==> config.mk <==
export PLATFORM = sky130hd
export DESIGN_NAME = alr_ctrl
export DESIGN_NICKNAME = d
export VERILOG_FILES = /design/src/rtl/alr_pkg.sv /design/src/rtl/alr_ctrl.sv
export SDC_FILE = /design/constraint.sdc
export NUM_CORES = 1
export LEC_CHECK = 0
export BUFFER_PORTS_ARGS = -buffer_cell sky130_fd_sc_hd__clkbuf_2
export CAP_MARGIN = 20
export CORE_AREA = 3 3 40 42
export CTS_CLUSTER_SIZE = 10
export DETAILED_ROUTE_END_ITERATION = 10
export DIE_AREA = 0 0 43 45
export PLACE_DENSITY = 0.31
export REMOVE_ABC_BUFFERS = 1
export SYNTH_ARGS = -nofsm -noshare
export SYNTH_HDL_FRONTEND = slang
export SYNTH_SLANG_ARGS = --single-unit
export TNS_END_PERCENT = 50
==> constraint.sdc <==
create_clock -name i_clk -period 1.4 [get_ports i_clk]
set_clock_uncertainty 0.2 [all_clocks]
set_input_delay 0.07 -clock i_clk [delete_from_list [all_inputs] [get_ports i_clk]]
set_output_delay 0.07 -clock i_clk [all_outputs]
set_load 0.05 [all_outputs]
==> src/rtl/alr_pkg.sv <==
`timescale 1ns / 1ps

package alr_pkg;

    // Field widths
    localparam int SAMPLE_W     = 16;
    localparam int REQ_W        = 7;
    localparam int REG_W        = 15;
    localparam int OPCODE_W     = 2;

    // Defaults
    localparam int CAPACITY_DEF = 16384;
    localparam logic [REG_W-1:0] TARGET_RST    = 15'd1336;
    localparam logic [REG_W-1:0] HIGHWATER_RST = 15'd4410;
    localparam logic [REQ_W-1:0] MAX_REQ       = 7'd64;

    // Opcodes
    typedef enum logic [OPCODE_W-1:0] {
        OP_PUSH  = 2'd0,
        OP_READ  = 2'd1,
        OP_CLEAR = 2'd2
    } t_op;

    // Configuration register indexes
    typedef enum logic [0:0] {
        REG_TARGET    = 1'b0,
        REG_HIGHWATER = 1'b1
    } t_reg_idx;

    typedef struct packed {
        logic [OPCODE_W-1:0]        opcode;
        logic signed [SAMPLE_W-1:0] sample_in;
        logic [REQ_W-1:0]           req_limit;
    } t_in_beat;

    typedef struct packed {
        logic signed [SAMPLE_W-1:0] sample_out;
        logic                       is_last;
        logic                       none_available;
    } t_out_beat;

    typedef enum logic [1:0] {
        ST_IDLE,
        ST_FETCH,
        ST_LOAD,
        ST_EMPTY
    } t_state;

    // Controller -> datapath
    typedef struct packed {
        logic accept;
        logic mem_re;
        logic load_sample;
        logic load_empty;
    } t_ctl_cmd;

    // Datapath -> controller
    typedef struct packed {
        logic op_read;
        logic rd_empty;
        logic last;
        logic slot_free;
    } t_ctl_sts;

endpackage

==> src/rtl/alr_ctrl.sv <==
`timescale 1ns / 1ps

module alr_ctrl
    import alr_pkg::*;
(
    input  logic     i_clk,
    input  logic     i_rst_n,
    input  logic     i_in_valid,
    output logic     o_in_ready,
    input  t_ctl_sts i_sts,
    output t_ctl_cmd o_cmd
);

    t_state r_state;
    t_state n_state;

    // State register
    always_ff @(posedge i_clk) begin
        if (!i_rst_n) begin
            r_state <= ST_IDLE;
        end else begin
            r_state <= n_state;
        end
    end

    // Next state
    always_comb begin
        n_state = r_state;
        case (r_state)
            ST_IDLE: begin
                if (i_in_valid && i_sts.op_read) begin
                    n_state = i_sts.rd_empty ? ST_EMPTY : ST_FETCH;
                end
            end
            ST_FETCH: begin
                n_state = ST_LOAD;
            end
            ST_LOAD: begin
                if (i_sts.slot_free) begin
                    n_state = i_sts.last ? ST_IDLE : ST_FETCH;
                end
            end
            ST_EMPTY: begin
                if (i_sts.slot_free) begin
                    n_state = ST_IDLE;
                end
            end
            default: begin
                n_state = ST_IDLE;
            end
        endcase
    end

    // Outputs
    always_comb begin
        o_in_ready        = 1'b0;
        o_cmd             = '0;
        case (r_state)
            ST_IDLE: begin
                o_in_ready   = 1'b1;
                o_cmd.accept = i_in_valid;
            end
            ST_FETCH: begin
                o_cmd.mem_re = 1'b1;
            end
            ST_LOAD: begin
                o_cmd.load_sample = i_sts.slot_free;
            end
            ST_EMPTY: begin
                o_cmd.load_empty = i_sts.slot_free;
            end
            default: begin
                o_in_ready = 1'b0;
            end
        endcase
    end

endmodule

==> impl_metrics.yaml <==
synth:
  yosysTopAreaCell: "dfxtp_1"
  ys_warn_count: 0
  synth_seq_cells: 2
  synthTopCellsByArea: "dfxtp_1 (32%), nor4bb_1 (16%), a311o_1 (8.0%)"
  synth_cell_types: 11
  syn_area_per_cell_um2: 8.94
  seq_area_frac_synth_pct: 32.0
  yosys.area.top_type_share_pct: 32.0
  syn-cell-area_um2: 125
  postSynthCellCount: 14
route:
  antenna_left: 0
  drt-total-wl_um: 408
  drt_iter0_markers: 1
  dr.pass1.iters: 2
  routedWlPerCell_um: 9.27
  route.detailed.drc: 0
  viasPerCell: 3.89
  via_count: 171
worst_setup_path:
  slowest_stage: "dfxtp_2"
  worstSetupStartpointType: "register"
  crit_fanout: 8
  crit_cells: 3
  ff2ff_path_depth: 2
  crit_buf_inv: 1
  crit_arrival_ns: 1.05
  max_stage_delay_ns: 0.34
  worst-setup-path-type: "reg2out"
  cpLargestDelayFamily: "flip-flops"
  cp-end-kind: "output pin"
  critPathRequiredTime_ns: 1.13
  path_cells: "nor2_1 > and2_1 > clkbuf_4"
power_and_ir_drop:
  power-per-cell-area_nw_per_um2: 1160
  p_total_mw: 0.280
  p_leak_nw: 0.124
  vdd_drop_max_uv: 209
cts:
  htree_levels: 1
  cts_buffer_depth: 2
  post-cts-setup-buffers: 0
  cts_inserted_buffers: 3
  clock-sinks: 2
  cts-root-buf: "clkbuf_4"
  clkTransAtPathRegs_ns: 0.03
  cts_tree: "done"
  clk_latency_ns: 0.22
timing:
  setup_ws_ns: 0.0829
  final.setup.tns_ns: 0
  period_needed_ns: 1.32
  slew_headroom_pct: 81.6
  rsz0062_at_grt: "false"
  setup_violations: 0
  finalCritPeriodShare_pct: 94.1
  worst_slew_pin_slew_ns: 0.277
  hold_viol_final: 0
  slew_viol_final: 0
  fin_hold_ws_ns: 0.0245
  max_freq_mhz: 759
finish:
  postLayoutCoreUtil_pct: 18.8
  nets: 38
  syn_to_final_growth_pct: 93.0
  drive_gt1_share_pct: 58.6
  insertedDiodeCount: 0
  reg.largest.list: "r_state: 2 flops"
  max_flop_register: "r_state"
  largest_reg_flops: 2
floorplan:
  initial_core_util_pct: 9.74
  dieArea_um2: 1940
  core_um2: 1280
  fp-row-count: 13
  die_y_um: 45
  fp.dieW_um: 43
  io-pin-count: 12
grt:
  antenna_found_initial: 0
  grt_max_degree: 9
  grt_pass1_wl_um: 669
  gr-total-overflow: 0
  grt_util_all_layers_pct: 5.15
  grt_pass1_vias: 162
placed_design:
  port_buffers: 11
  hpwl_um: 301
  pre_cts_ws_ns: 0.236
  gp_congestion: 0.674
worst_hold_path:
  hold_class: "in2reg"
  min_path_cells: 3
job:
  max-cap-violations: 0
run_status:
  status: "completed"
metal layers:
layer	global-route usage [%]	routed length (um)	vias up	part of all wire (%)
met5	0	0	-	0
met4	7.23	0	0	0
met3	3.19	69	0	17
met2	5.99	190	11	47
met1	5.28	149	75	37
li1	-	-	85	-
power breakdown:
| group | internal, mW | switching (mW) |
|---|---|---|
| combinational | 0.0298 | 0.0531 |
| sequential | 0.0632 | 0.00759 |
| clock | 0.0945 | 0.0314 |
synthesized netlist by cell type:
library cell,instances
dfxtp_1,2
and3_1,1
nand2_1,1
nor2_1,2
a311o_1,1
and2_1,1
nor2b_1,1
nor4bb_1,2
o31a_1,1
and3_2,1
and3b_1,1
stage by stage:
stage | area [um^2] | instances
detailed placement | 199 | 40
global placement | 199 | 40
global route | 241 | 44
finish | 241 | 44
CTS | 234 | 44
floorplan | 125 | 14
layout by cell type, fill, tap and decap left out:
cell type      instances
clkbuf_4               6
nor2_1                 2
and3_1                 1
and3b_1                1
and2_1                 1
and3_2                 1
nor2b_1                1
a311o_1                1
clkbuf_2               8
dlygate4sd3_1          1
dfxtp_2                2
nor4bb_1               2
o31a_1                 1
nand2_1                1
timing repair:
item | CTS | global route
endpoints found under the hold margin | 2 | 0
setup endpoints to repair | 1 | 4
gates cloned | 0 | 0
gates resized for setup | 1 | 6
hold buffers | 1 | 0
cells by family (layout without fill, tap and decap cells):
kind of cell	count (synthesis)	count (layout)	synth area share [%]
AOI/OAI and AO/OA	2	2	15.0
DFF	2	2	32.0
and+or+nand+nor	10	10	53.0
buffers and inverters	0	15	0
area by class of cell:
cell class | count | area, um^2
fill | 146 | 1040
clock buffer | 3 | 22.5
multi-input combinational | 12 | 85.1
tap | 15 | 18.8
timing repair buffer | 12 | 72.6
sequential | 2 | 42.5
tightest hold or removal path, stage by stage:
cell	delay, ns
clkbuf_2	0.10
nand2_1	0.08
and3_1	0.16
final timing paths:
path / slack [ns] / endpoint / startpoint
setup / recovery: 0.08 / o_cmd[3] / r_state[1]
hold / removal: 0.02 / r_state[1] / i_sts[0]
setup reg to reg: 0.26 / r_state[1] / r_state[0]
hold reg to reg: 0.42 / r_state[1] / r_state[1]
Note: power is estimated with default switching activity, not from simulation.
